[config.mk]
export PLATFORM = sky130hd
export DESIGN_NAME = flipdot_delta_column_update_top
export DESIGN_NICKNAME = d
export VERILOG_FILES = /design/src/rtl/core/fdcu_pkg.sv /design/src/rtl/core/flipdot_delta_column_update_top.sv /design/src/rtl/core/fdcu_divider.sv
export SDC_FILE = /design/constraint.sdc
export NUM_CORES = 1
export LEC_CHECK = 0
export ABC_AREA = 1
export BUFFER_PORTS_ARGS = -buffer_cell sky130_fd_sc_hd__buf_2
export CAP_MARGIN = 20
export CORE_MARGIN = 3
export CORE_UTILIZATION = 25
export CTS_CLUSTER_DIAMETER = 50
export DETAILED_ROUTE_END_ITERATION = 10
export GPL_ROUTABILITY_DRIVEN = 0
export PLACE_DENSITY_LB_ADDON = 0.15
export SLEW_MARGIN = 10
export SYNTH_ARGS = -nofsm -noshare
export SYNTH_HDL_FRONTEND = slang
export SYNTH_SLANG_ARGS = --single-unit
[constraint.sdc]
create_clock -name clock -period 6.71 [get_ports clock]
set_input_delay 1.0065 -clock clock [delete_from_list [all_inputs] [get_ports clock]]
set_output_delay 1.0065 -clock clock [all_outputs]
set_load 0.02 [all_outputs]
[src/rtl/core/fdcu_pkg.sv]
// Shared types, constants and helpers of the flip-dot column update block.
`default_nettype none

package fdcu_pkg;

   localparam int MATRIX_COLUMNS_DEF = 28;
   localparam int PANEL_COLUMNS_DEF  = 28;
   localparam int MATRIX_ROWS_DEF    = 16;

   localparam int COL_W    = 5;
   localparam int BITS_W   = 16;
   localparam int ADDR_W   = 5;
   localparam int LINE_W   = 4;
   localparam int PANEL_W  = 3;
   localparam int REM_W    = 5;
   localparam int CSR_IDX_W = 3;

   // Every eighth driver address is unused: one skip per seven columns.
   localparam logic [ADDR_W-1:0] SKIP_PERIOD = 5'd7;

   typedef enum logic [CSR_IDX_W-1:0] {
      CSR_QUICK_UPDATE  = 3'd0,
      CSR_INVERT_PIXELS = 3'd1,
      CSR_COL_SWAP      = 3'd2,
      CSR_ROW_SWAP      = 3'd3
   } csr_index_type;

   typedef struct packed {
      logic               done;
      logic [REM_W-1:0]   remainder;
      logic [PANEL_W-1:0] panel;
   } div_result_type;

   // Map a column position within a panel (below 28) to its driver address.
   function automatic logic [ADDR_W-1:0] driver_address(input logic [REM_W-1:0] pos);
      logic [ADDR_W-1:0] skips;
      skips = ADDR_W'(pos >= SKIP_PERIOD) + ADDR_W'(pos >= 2 * SKIP_PERIOD)
            + ADDR_W'(pos >= 3 * SKIP_PERIOD) + ADDR_W'(pos >= 4 * SKIP_PERIOD);
      return pos + skips + ADDR_W'(1);
   endfunction

endpackage

`default_nettype wire

[src/rtl/core/flipdot_delta_column_update_top.sv]
// Top level of the flip-dot column update command generator.
// Sequence: DW serial divide steps (DW = max(5, clog2 of the matrix width), 5 by default),
// an address step, then one row per cycle while the output is not stalled.
// Throughput: one column at a time; the next request waits until the column is done.
// Empty or out-of-range columns are dropped at accept and never enter the divider.
// Reset: synchronous; quick update on, no inversion, no swaps, no command pending.
`default_nettype none

module flipdot_delta_column_update_top #(
   parameter int MATRIX_COLUMNS = fdcu_pkg::MATRIX_COLUMNS_DEF,
   parameter int PANEL_COLUMNS  = fdcu_pkg::PANEL_COLUMNS_DEF,
   parameter int MATRIX_ROWS    = fdcu_pkg::MATRIX_ROWS_DEF
) (
   input  wire logic                            clock,
   input  wire logic                            reset,
   // column request channel
   input  wire logic                            req_valid,
   output      logic                            req_ready,
   input  wire logic [fdcu_pkg::COL_W-1:0]      req_column_index,
   input  wire logic [fdcu_pkg::BITS_W-1:0]     req_new_column_bits,
   input  wire logic [fdcu_pkg::BITS_W-1:0]     req_old_column_bits,
   input  wire logic                            req_have_old,
   // flip command channel
   output      logic                            rsp_valid,
   input  wire logic                            rsp_ready,
   output      logic [fdcu_pkg::ADDR_W-1:0]     rsp_column_address,
   output      logic [fdcu_pkg::LINE_W-1:0]     rsp_row_line,
   output      logic                            rsp_yellow,
   output      logic [fdcu_pkg::PANEL_W-1:0]    rsp_panel_index,
   output      logic                            rsp_last_flip,
   // register write channel
   input  wire logic                            csr_valid,
   output      logic                            csr_ready,
   input  wire logic [fdcu_pkg::CSR_IDX_W-1:0]  csr_index,
   input  wire logic                            csr_data
);

   // Divider width covers every mirrored column index and the 5-bit input index.
   localparam int DW  = ($clog2(MATRIX_COLUMNS) > fdcu_pkg::COL_W) ?
                        $clog2(MATRIX_COLUMNS) : fdcu_pkg::COL_W;
   localparam int DW1 = DW + 1;
   localparam logic [DW:0]   COL_LIMIT = DW1'(MATRIX_COLUMNS);
   localparam logic [DW-1:0] COL_TOP   = DW'(MATRIX_COLUMNS - 1);
   localparam logic [fdcu_pkg::LINE_W-1:0] ROW_TOP = fdcu_pkg::LINE_W'(MATRIX_ROWS - 1);
   // Rows at or above the matrix height are never flipped.
   localparam logic [fdcu_pkg::BITS_W-1:0] ROW_MASK =
      fdcu_pkg::BITS_W'((33'd1 << MATRIX_ROWS) - 33'd1);

   typedef enum logic [1:0] {
      ST_IDLE,
      ST_DIVIDE,
      ST_SCAN
   } state_type;

   state_type                        state_ff, state_in;
   logic                             quick_ff, quick_in;
   logic                             invert_ff, invert_in;
   logic                             col_swap_ff, col_swap_in;
   logic                             row_swap_ff, row_swap_in;
   logic [fdcu_pkg::BITS_W-1:0]      mask_ff, mask_in;
   logic [fdcu_pkg::BITS_W-1:0]      bits_ff, bits_in;
   logic [fdcu_pkg::LINE_W-1:0]      row_ff, row_in;
   logic [fdcu_pkg::ADDR_W-1:0]      addr_ff, addr_in;
   logic [fdcu_pkg::PANEL_W-1:0]     panel_ff, panel_in;
   logic                             rsp_valid_ff, rsp_valid_in;
   logic [fdcu_pkg::ADDR_W-1:0]      rsp_addr_ff, rsp_addr_in;
   logic [fdcu_pkg::LINE_W-1:0]      rsp_line_ff, rsp_line_in;
   logic                             rsp_yellow_ff, rsp_yellow_in;
   logic [fdcu_pkg::PANEL_W-1:0]     rsp_panel_ff, rsp_panel_in;
   logic                             rsp_last_ff, rsp_last_in;

   logic                             req_fire;
   logic                             delta;
   logic [fdcu_pkg::BITS_W-1:0]      req_mask;
   logic [DW-1:0]                    col_ext;
   logic [DW-1:0]                    col_rev;
   logic                             in_range;
   logic                             div_start;
   fdcu_pkg::div_result_type         div_result;
   logic [fdcu_pkg::BITS_W-1:0]      mask_rest;
   logic                             slot_free;
   logic                             advance;

   assign req_ready = (state_ff == ST_IDLE);
   assign req_fire  = req_valid && req_ready;
   assign csr_ready = 1'b1;

   // Delta mode flips only changed rows; otherwise every row in the matrix.
   assign delta    = quick_ff && req_have_old;
   assign req_mask = (delta ? (req_new_column_bits ^ req_old_column_bits) : '1) & ROW_MASK;
   assign col_ext  = DW'(req_column_index);
   assign in_range = DW1'(req_column_index) < COL_LIMIT;
   // Reverse the column for the driver, unless the mirror is on (they cancel).
   assign col_rev  = col_swap_ff ? col_ext : (COL_TOP - col_ext);
   // Drop empty and out-of-range columns right at accept.
   assign div_start = req_fire && in_range && (req_mask != '0);

   fdcu_divider #(
      .DIVIDEND_W (DW),
      .DIVISOR    (PANEL_COLUMNS)
   ) u_divider (
      .clock      (clock),
      .reset      (reset),
      .start      (div_start),
      .dividend_a (col_rev),
      .dividend_b (col_ext),
      .result     (div_result)
   );

   assign mask_rest = mask_ff >> 1;
   assign slot_free = !rsp_valid_ff || rsp_ready;
   // Skip unflipped rows freely; hold on a flipped row until the output slot frees.
   assign advance   = !mask_ff[0] || slot_free;

   always_comb begin
      state_in      = state_ff;
      quick_in      = quick_ff;
      invert_in     = invert_ff;
      col_swap_in   = col_swap_ff;
      row_swap_in   = row_swap_ff;
      mask_in       = mask_ff;
      bits_in       = bits_ff;
      row_in        = row_ff;
      addr_in       = addr_ff;
      panel_in      = panel_ff;
      rsp_valid_in  = rsp_valid_ff && !rsp_ready;
      rsp_addr_in   = rsp_addr_ff;
      rsp_line_in   = rsp_line_ff;
      rsp_yellow_in = rsp_yellow_ff;
      rsp_panel_in  = rsp_panel_ff;
      rsp_last_in   = rsp_last_ff;

      if (csr_valid && csr_ready) begin
         case (csr_index)
            fdcu_pkg::CSR_QUICK_UPDATE:  quick_in    = csr_data;
            fdcu_pkg::CSR_INVERT_PIXELS: invert_in   = csr_data;
            fdcu_pkg::CSR_COL_SWAP:      col_swap_in = csr_data;
            fdcu_pkg::CSR_ROW_SWAP:      row_swap_in = csr_data;
            default: ;
         endcase
      end

      case (state_ff)
         ST_IDLE: begin
            if (div_start) begin
               mask_in  = req_mask;
               bits_in  = req_new_column_bits;
               row_in   = '0;
               state_in = ST_DIVIDE;
            end
         end
         ST_DIVIDE: begin
            if (div_result.done) begin
               addr_in  = fdcu_pkg::driver_address(div_result.remainder);
               panel_in = div_result.panel;
               state_in = ST_SCAN;
            end
         end
         ST_SCAN: begin
            if (advance) begin
               if (mask_ff[0]) begin
                  rsp_valid_in  = 1'b1;
                  rsp_addr_in   = addr_ff;
                  rsp_line_in   = row_swap_ff ? row_ff : (ROW_TOP - row_ff);
                  rsp_yellow_in = bits_ff[0] ^ invert_ff;
                  rsp_panel_in  = panel_ff;
                  rsp_last_in   = (mask_rest == '0);
               end
               mask_in = mask_rest;
               bits_in = bits_ff >> 1;
               row_in  = row_ff + fdcu_pkg::LINE_W'(1);
               if (mask_rest == '0) begin
                  state_in = ST_IDLE;
               end
            end
         end
         default: state_in = ST_IDLE;
      endcase
   end

   always_ff @(posedge clock) begin
      if (reset) begin
         state_ff     <= ST_IDLE;
         quick_ff     <= 1'b1;
         invert_ff    <= 1'b0;
         col_swap_ff  <= 1'b0;
         row_swap_ff  <= 1'b0;
         rsp_valid_ff <= 1'b0;
      end else begin
         state_ff     <= state_in;
         quick_ff     <= quick_in;
         invert_ff    <= invert_in;
         col_swap_ff  <= col_swap_in;
         row_swap_ff  <= row_swap_in;
         rsp_valid_ff <= rsp_valid_in;
      end
      mask_ff       <= mask_in;
      bits_ff       <= bits_in;
      row_ff        <= row_in;
      addr_ff       <= addr_in;
      panel_ff      <= panel_in;
      rsp_addr_ff   <= rsp_addr_in;
      rsp_line_ff   <= rsp_line_in;
      rsp_yellow_ff <= rsp_yellow_in;
      rsp_panel_ff  <= rsp_panel_in;
      rsp_last_ff   <= rsp_last_in;
   end

   assign rsp_valid          = rsp_valid_ff;
   assign rsp_column_address = rsp_addr_ff;
   assign rsp_row_line       = rsp_line_ff;
   assign rsp_yellow         = rsp_yellow_ff;
   assign rsp_panel_index    = rsp_panel_ff;
   assign rsp_last_flip      = rsp_last_ff;

endmodule

`default_nettype wire

[src/rtl/core/fdcu_divider.sv]
// Bit-serial restoring divider by the panel width: column remainder and panel quotient.
`default_nettype none

module fdcu_divider #(
   parameter int DIVIDEND_W = 5,
   parameter int DIVISOR    = fdcu_pkg::PANEL_COLUMNS_DEF
) (
   input  wire logic                  clock,
   input  wire logic                  reset,
   input  wire logic                  start,
   input  wire logic [DIVIDEND_W-1:0] dividend_a,
   input  wire logic [DIVIDEND_W-1:0] dividend_b,
   output fdcu_pkg::div_result_type   result
);

   localparam int CNT_W = $clog2(DIVIDEND_W);
   localparam int TRIAL_W = fdcu_pkg::REM_W + 1;
   localparam logic [TRIAL_W-1:0] DIVISOR_T = TRIAL_W'(DIVISOR);

   logic                         busy_ff, busy_in;
   logic                         done_ff, done_in;
   logic [CNT_W-1:0]             cnt_ff, cnt_in;
   logic [DIVIDEND_W-1:0]        a_ff, a_in, b_ff, b_in;
   logic [fdcu_pkg::REM_W-1:0]   rem_a_ff, rem_a_in, rem_b_ff, rem_b_in;
   logic [TRIAL_W-1:0]           trial_a, trial_b;
   logic                         ge_a, ge_b;

   assign trial_a = {rem_a_ff, a_ff[DIVIDEND_W-1]};
   assign trial_b = {rem_b_ff, b_ff[DIVIDEND_W-1]};
   assign ge_a    = trial_a >= DIVISOR_T;
   assign ge_b    = trial_b >= DIVISOR_T;

   always_comb begin
      busy_in  = busy_ff;
      done_in  = 1'b0;
      cnt_in   = cnt_ff;
      a_in     = a_ff;
      b_in     = b_ff;
      rem_a_in = rem_a_ff;
      rem_b_in = rem_b_ff;
      if (start) begin
         busy_in  = 1'b1;
         cnt_in   = CNT_W'(DIVIDEND_W - 1);
         a_in     = dividend_a;
         b_in     = dividend_b;
         rem_a_in = '0;
         rem_b_in = '0;
      end else if (busy_ff) begin
         // Shift one dividend bit in, subtract when it fits, shift quotient bit in.
         rem_a_in = ge_a ? fdcu_pkg::REM_W'(trial_a - DIVISOR_T) : trial_a[fdcu_pkg::REM_W-1:0];
         rem_b_in = ge_b ? fdcu_pkg::REM_W'(trial_b - DIVISOR_T) : trial_b[fdcu_pkg::REM_W-1:0];
         a_in     = {a_ff[DIVIDEND_W-2:0], ge_a};
         b_in     = {b_ff[DIVIDEND_W-2:0], ge_b};
         cnt_in   = cnt_ff - CNT_W'(1);
         if (cnt_ff == '0) begin
            busy_in = 1'b0;
            done_in = 1'b1;
         end
      end
   end

   always_ff @(posedge clock) begin
      if (reset) begin
         busy_ff <= 1'b0;
         done_ff <= 1'b0;
         cnt_ff  <= '0;
      end else begin
         busy_ff <= busy_in;
         done_ff <= done_in;
         cnt_ff  <= cnt_in;
      end
   end

   always_ff @(posedge clock) begin
      a_ff     <= a_in;
      b_ff     <= b_in;
      rem_a_ff <= rem_a_in;
      rem_b_ff <= rem_b_in;
   end

   assign result.done      = done_ff;
   assign result.remainder = rem_a_ff;
   assign result.panel     = b_ff[fdcu_pkg::PANEL_W-1:0];

endmodule

`default_nettype wire

==> run metrics, run 1 <==
Final Slew Violations 0; register area share after synthesis 0.5662; antenna violations before repair 0; top cell type's share of synthesized area 0.4658; PD cells 374.1 nW/µm²; reg-to-reg slack, setup between 3000 and 4000 ps; worst hold endpoint rsp_column_address[4]$_DFFE_PP_; Skew-Pair Late Insertion Delay about 340 ps; final hold vios 0; Horiz. Die Dim 138.4 µm; critical path, cell by cell buf_2 > nand2_2 > clkinv_2 > nand2_1 > nor2_1 > nand2_1 > nor2_1 > nand3_1 > nand2_4 > nand2_2 > nand2_1 > nor2_4; IO buf count between 60 and 70; Die ar. between 15000 and 20000 µm²; Tot GR Track Use 0.1033; hold path depth 0; post-synth net total around 550; Initial DRC Count approximately 200; most frequent CP cell nand2_1; RSZ-0062 raised after global routing false; DIE HEIGHT 138.4 µm; Post-synth ARST share 0; Psw 0.6489 mW; mapped cell area 4384 µm²; IO Pins 64; VDD IR max between 0.0001 and 0.00015 V; global-route wire length before repair 15.88 mm; nets@finish 611; total of max-cap violations 0; H-Tree Depth 3; most frequent cells in the layout nand2_1 (139), edfxtp_1 (68), buf_2 (62), inv_1 (61), nor2_1 (58); cell internal pwr 1.295 mW; synth unique cells 35; clock skew after layout 5.038 ps; worst r2r path cells 12; Slew @ Worst Pin about 1000 ps; CTS Hold Bufs 0; Diodes inserted 0; Comb power frac 0.274; Slew Limit Headroom 0.2986; setup violation total in the final timing report 0; DR vias/cell 4.228; layout cells sized above 1 0.1550; clock power share 0.244; # DRC 0; Post-DRT Antenna Nets 0; arrival time worst endpoint 3030 ps; sw frac 0.3339; Crit Reg-Reg Endpoint addr_ff[4]$_DFFE_PP_; Num CTS Buffers 9; syn avg cell area 8.947 µm²; cell accounting for the most synthesized area edfxtp_1; crit-path max cell delay 800 ps; Crit. End Element register; total power between 1.5 and 2 mW; r2r startpoint u_divider.rem_a_ff[2]$_SDFFE_PP0P_; Worst Path Required 6670 ps; Filler cells 1764; Hold Startpoint addr_ff[4]$_DFFE_PP_; number of flops mapped to enable cells by yosys 68; row count 47; root buf cell clkbuf_16; Synth Flop Type edfxtp_1; drt wl/cell roughly 12 µm; CP startpoint req_have_old; Worst Path Max Fanout 36; Total Wirelength 9.612 mm; clock-pin slew on the worst setup and hold paths 60 ps; HP Class register to register; status completed; Resized Gates After CTS 0; aggregate global routing overflow 0; CP startpoint kind input port; leakage ~2.2 nW; FMAX approximately 330 MHz; largest net degree at the start of global routing 47; number of setup buffers added after CTS 0; via total after detailed routing 3277; clock sinks 90; drt pass-1 iters 4; post-detail-place hpwl about 7 mm; sequential share of power 0.482; post-layout util 0.3078; Starting Density 0.2598; synth-to-layout area growth 18.49%; setup TNS 0 ps; synthesized instance count 490; CTS tree yes; number of global-route vias before repair 3162; slowest cell on the critical path nor2_4; Clock Tree Buf Depth 2; period utilization 0.4584; Final min period roughly 3100 ps; total core area 16880 µm²; ranking of synthesized cells by area edfxtp_1 (47%), nand2_1 (12%), dfxtp_1 (10%); Synth Warn # 0; Setup CP Type input port to register; most common cell after layout, fill and taps aside nand2_1; flops & latches, synth 90
kinds of logic after synthesis:
logic type               synth area share
other                           0.0008553
adder cells (fa/ha/maj)           0.04338
XOR/XNOR                          0.02797
buffers and inverters             0.07134
flip-flops                         0.5662
AND/OR/NAND/NOR                    0.2015
AO/OA/AOI/OAI                     0.08875
how the worst max path moves through the flow:
stage                                        to  cells after the start  slack, ps
after floorplan            bits_ff[0]$_DFFE_PP_                     11       2990
after global placement    bits_ff[13]$_DFFE_PP_                     12       3290
after detailed placement  bits_ff[13]$_DFFE_PP_                     12       3190
after CTS                 bits_ff[14]$_DFFE_PP_                     12       3560
after global routing      bits_ff[11]$_DFFE_PP_                     12       3350
final                     bits_ff[11]$_DFFE_PP_                     12       3630
power by group through the flow:
stage / combinational, mW / sequential (mW) / clock, mW
after global placement: 0.536 / 0.947 / 0
after detailed placement: 0.543 / 0.949 / 0
after global routing: 0.625 / 0.960 / 0.515
after floorplan: 0.397 / 0.926 / 0
after CTS: 0.547 / 0.939 / 0.490
final: 0.532 / 0.937 / 0.474
cells in the mapped netlist (2+ instances only):
library cell	instances
fa_1	2
nand2_1	139
a211oi_1	2
xnor2_1	7
nor3_1	3
inv_1	61
nor2_1	60
xor2_1	7
a31oi_1	3
ha_1	12
nand4_1	2
nand2_2	2
dfxtp_1	22
buf_4	2
edfxtp_1	68
a21oi_2	2
a21oi_1	19
nand3_1	11
o21ai_0	40
clkbuf_1	11
worst max-delay path, delay by kind of cell:
family,cells,cell delay (ps)
buffers and inverters,2,270
and+or+nand+nor,10,1740
flip-flops by register name, indices dropped and copies added, names as in the netlist:
name	count
addr_ff	5
bits_ff	16
col_swap_ff	1
invert_ff	1
mask_ff	16
panel_ff	3
quick_ff	1
row_ff	4
row_swap_ff	1
rsp_column_address	5
rsp_last_flip	1
rsp_panel_index	3
rsp_row_line	4
rsp_valid	1
rsp_yellow	1
state_ff	2
u_divider.a_ff	5
u_divider.b_ff	5
u_divider.busy_ff	1
u_divider.cnt_ff	3
u_divider.done_ff	1
u_divider.rem_a_ff	5
u_divider.rem_b_ff	5
routing by layer:
metal	GRT usage	vias to the layer above	part of all wire
li1	-	1709	-
met1	0.1432	1498	0.50
met2	0.1549	57	0.44
met3	0.02037	13	0.044
met4	0.04992	0	0.021
met5	0	-	0
layout make-up:
cell class / instances / area (µm²) / area share
clock buffer: 16 / 272.8 / 0.05250
inverter: 63 / 240.2 / 0.04624
multi-input combinational: 322 / 1599 / 0.3078
sequential: 90 / 2482 / 0.4778
tap: 220 / 275.3 / 0.05299
timing repair buffer: 64 / 325.3 / 0.06262
metrics by stage:
stage	cell area, µm²	instances	hold WS [ps]	worst slack (ps)
2_1_floorplan	4384	490	400.3	2991
3_3_place_gp	4922	759	402.4	3288
3_5_place_dp	4922	759	407.2	3189
4_1_cts	5195	775	421.4	3563
5_1_grt	5195	775	431.8	3354
6_report	5195	775	422.0	3634
No activity file was read; power rests on OpenSTA's default activity.
==> inputs of run 2 (changes only) <==
==> constraint.sdc (replaced) <==
create_clock -name clock -period 3.1 [get_ports clock]
set_input_delay 0.465 -clock clock [delete_from_list [all_inputs] [get_ports clock]]
set_output_delay 0.465 -clock clock [all_outputs]
set_load 0.02 [all_outputs]
==> run 2 against run 1 <==
Sequential power increased by 110%; global-route usage increased by 0.34 points; final cell count increased by 0.52%; via count increased by 0.37%; worst setup slack got worse by 3500 ps; routed wire length increased by 2.6%; critical path depth unchanged; clock power increased by 130%; first-iteration DRC count decreased by 27%; combinational power increased by 130%; total power increased by 120%; largest cell class unchanged.
==> run metrics, run 2 (same netlist as run 1, synthesis figures left out) <==
Horiz. Die Dim between 100 and 150 µm; Initial DRC Count 147; Hold Startpoint reset; Crit. End Element register; via total after detailed routing 3289; drt wl/cell 12.66 µm; r2r startpoint u_divider.rem_a_ff[2]$_SDFFE_PP0P_; slowest cell on the critical path fa_1; largest net degree at the start of global routing 37; aggregate global routing overflow 0; total of max-cap violations 0; CP startpoint kind register; worst hold endpoint u_divider.busy_ff$_SDFF_PP0_; critical path, cell by cell ha_2 > inv_1 > o21ai_0 > a211oi_1 > ha_1 > fa_1 > inv_1 > ha_1 > inv_1 > fa_1 > o22ai_1 > xor2_1; root buf cell clkbuf_16; Top Registers bits_ff (16), mask_ff (16); worst r2r path cells 12; grt peak-use layer met2; Diodes inserted 0; DIE HEIGHT ~140 µm; Crit Reg-Reg Endpoint addr_ff[4]$_DFFE_PP_; Die ar. approximately 19000 µm²; CP startpoint u_divider.rem_a_ff[2]$_SDFFE_PP0P_; clock-pin slew on the worst setup and hold paths about 70 ps; status completed; Worst Path Required between 3000 and 4000 ps; hold path depth 2; Slew Limit Headroom 0.5126; setup violation total in the final timing report 0; Worst Path Max Fanout 7; antenna violations before repair 0; VDD IR max 0.0003362 V; IO Pins 64; reg-to-reg slack, setup between 150 and 200 ps; post-layout util 0.3120; DR vias/cell 4.222; H-Tree Depth 3; post-detail-place hpwl slightly above 7 mm; final hold vios 0; cell family with most CP delay adder cells; Post-DRT Antenna Nets 0; nets@finish approximately 620; PD cells slightly above 800 nW/µm²; most frequent cells in the layout nand2_1 (139), edfxtp_1 (68), buf_2 (62), inv_1 (60), nor2_1 (58); Skew-Pair Late Insertion Delay 350 ps; HP Class input port to register; Final Slew Violations 0; crit path buf inv count 3; met2 usage 0.1616; GR Util met1 0.1451; Setup CP Type register to register; most frequent CP cell inv_1; Tot GR Track Use 0.1067; CTS Hold Bufs 0; Global Route met3 Usage 0.02348; setup TNS 0 ps; layout cells sized above 1 0.1735; total core area roughly 17000 µm²; Slew @ Worst Pin 730.4 ps; clock sinks 90; number of global-route vias before repair 3357; IO buf count 62; leakage around 2.3 nW; Num CTS Buffers 9; row count 47; Clock Tree Buf Depth 2; RSZ-0062 raised after global routing false; Hold WS between 300 and 400 ps; FMAX 339.6 MHz; # DRC 0; Total Wirelength 9.864 mm; total power 4.342 mW; number of setup buffers added after CTS 0; drt pass-1 iters 4; period utilization 0.9500; clock skew after layout roughly 11 ps; global-route wire length before repair 16.42 mm; Resized Gates After CTS 0; synth-to-layout area growth 20.09%; crit-path max cell delay ~450 ps; CTS tree yes; most common cell after layout, fill and taps aside nand2_1; Starting Density 0.2598; Final min period 2945 ps; arrival time worst endpoint 3030 ps
run 2: cell type report:
cell class                 count  area (µm²)
inverter                      63       240.2
clock inverter                 6       68.82
sequential                    90        2482
fill                        1764       11610
timing repair buffer          68       367.9
clock buffer                  10       229.0
multi-input combinational    322        1602
tap                          220       275.3
run 2: worst max-delay path by stage:
stage                                       to  slack [ps]  cells past startpoint
after floorplan           addr_ff[4]$_DFFE_PP_         360                     12
after global placement    addr_ff[4]$_DFFE_PP_         230                     13
after detailed placement  addr_ff[4]$_DFFE_PP_         120                     13
after CTS                 addr_ff[4]$_DFFE_PP_         120                     13
after global routing      addr_ff[4]$_DFFE_PP_           5                     12
final                     addr_ff[4]$_DFFE_PP_         160                     12
run 2: layer usage:
metal / share of wire / vias up
met1: 0.49 / 1491
met5: 0 / -
met2: 0.44 / 71
met4: 0.021 / 0
met3: 0.049 / 13
li1: - / 1714
run 2: where the power goes:
| group | total [mW] | switching, mW | leakage [nW] | internal, mW |
|---|---|---|---|---|
| combinational | 1.23 | 0.810 | 1.29 | 0.424 |
| clock | 1.10 | 0.472 | 0.143 | 0.628 |
| sequential | 2.01 | 0.188 | 0.822 | 1.82 |
run 2: through the flow:
stage	cells	instance area, µm²	setup WS (ps)
2_1_floorplan	490	4387	362.8
3_3_place_gp	763	4965	233.7
3_5_place_dp	763	4965	121.9
4_1_cts	779	5263	119.6
5_1_grt	779	5265	5.212
6_report	779	5265	155.0
run 2: worst register-to-register path, stage by stage, from the launching register on:
cell,delay [ps]
dfxtp_1,370
ha_2,220
inv_1,70
o21ai_0,80
a211oi_1,260
ha_1,290
fa_1,450
inv_1,80
ha_1,160
inv_1,60
fa_1,390
o22ai_1,170
xor2_1,100
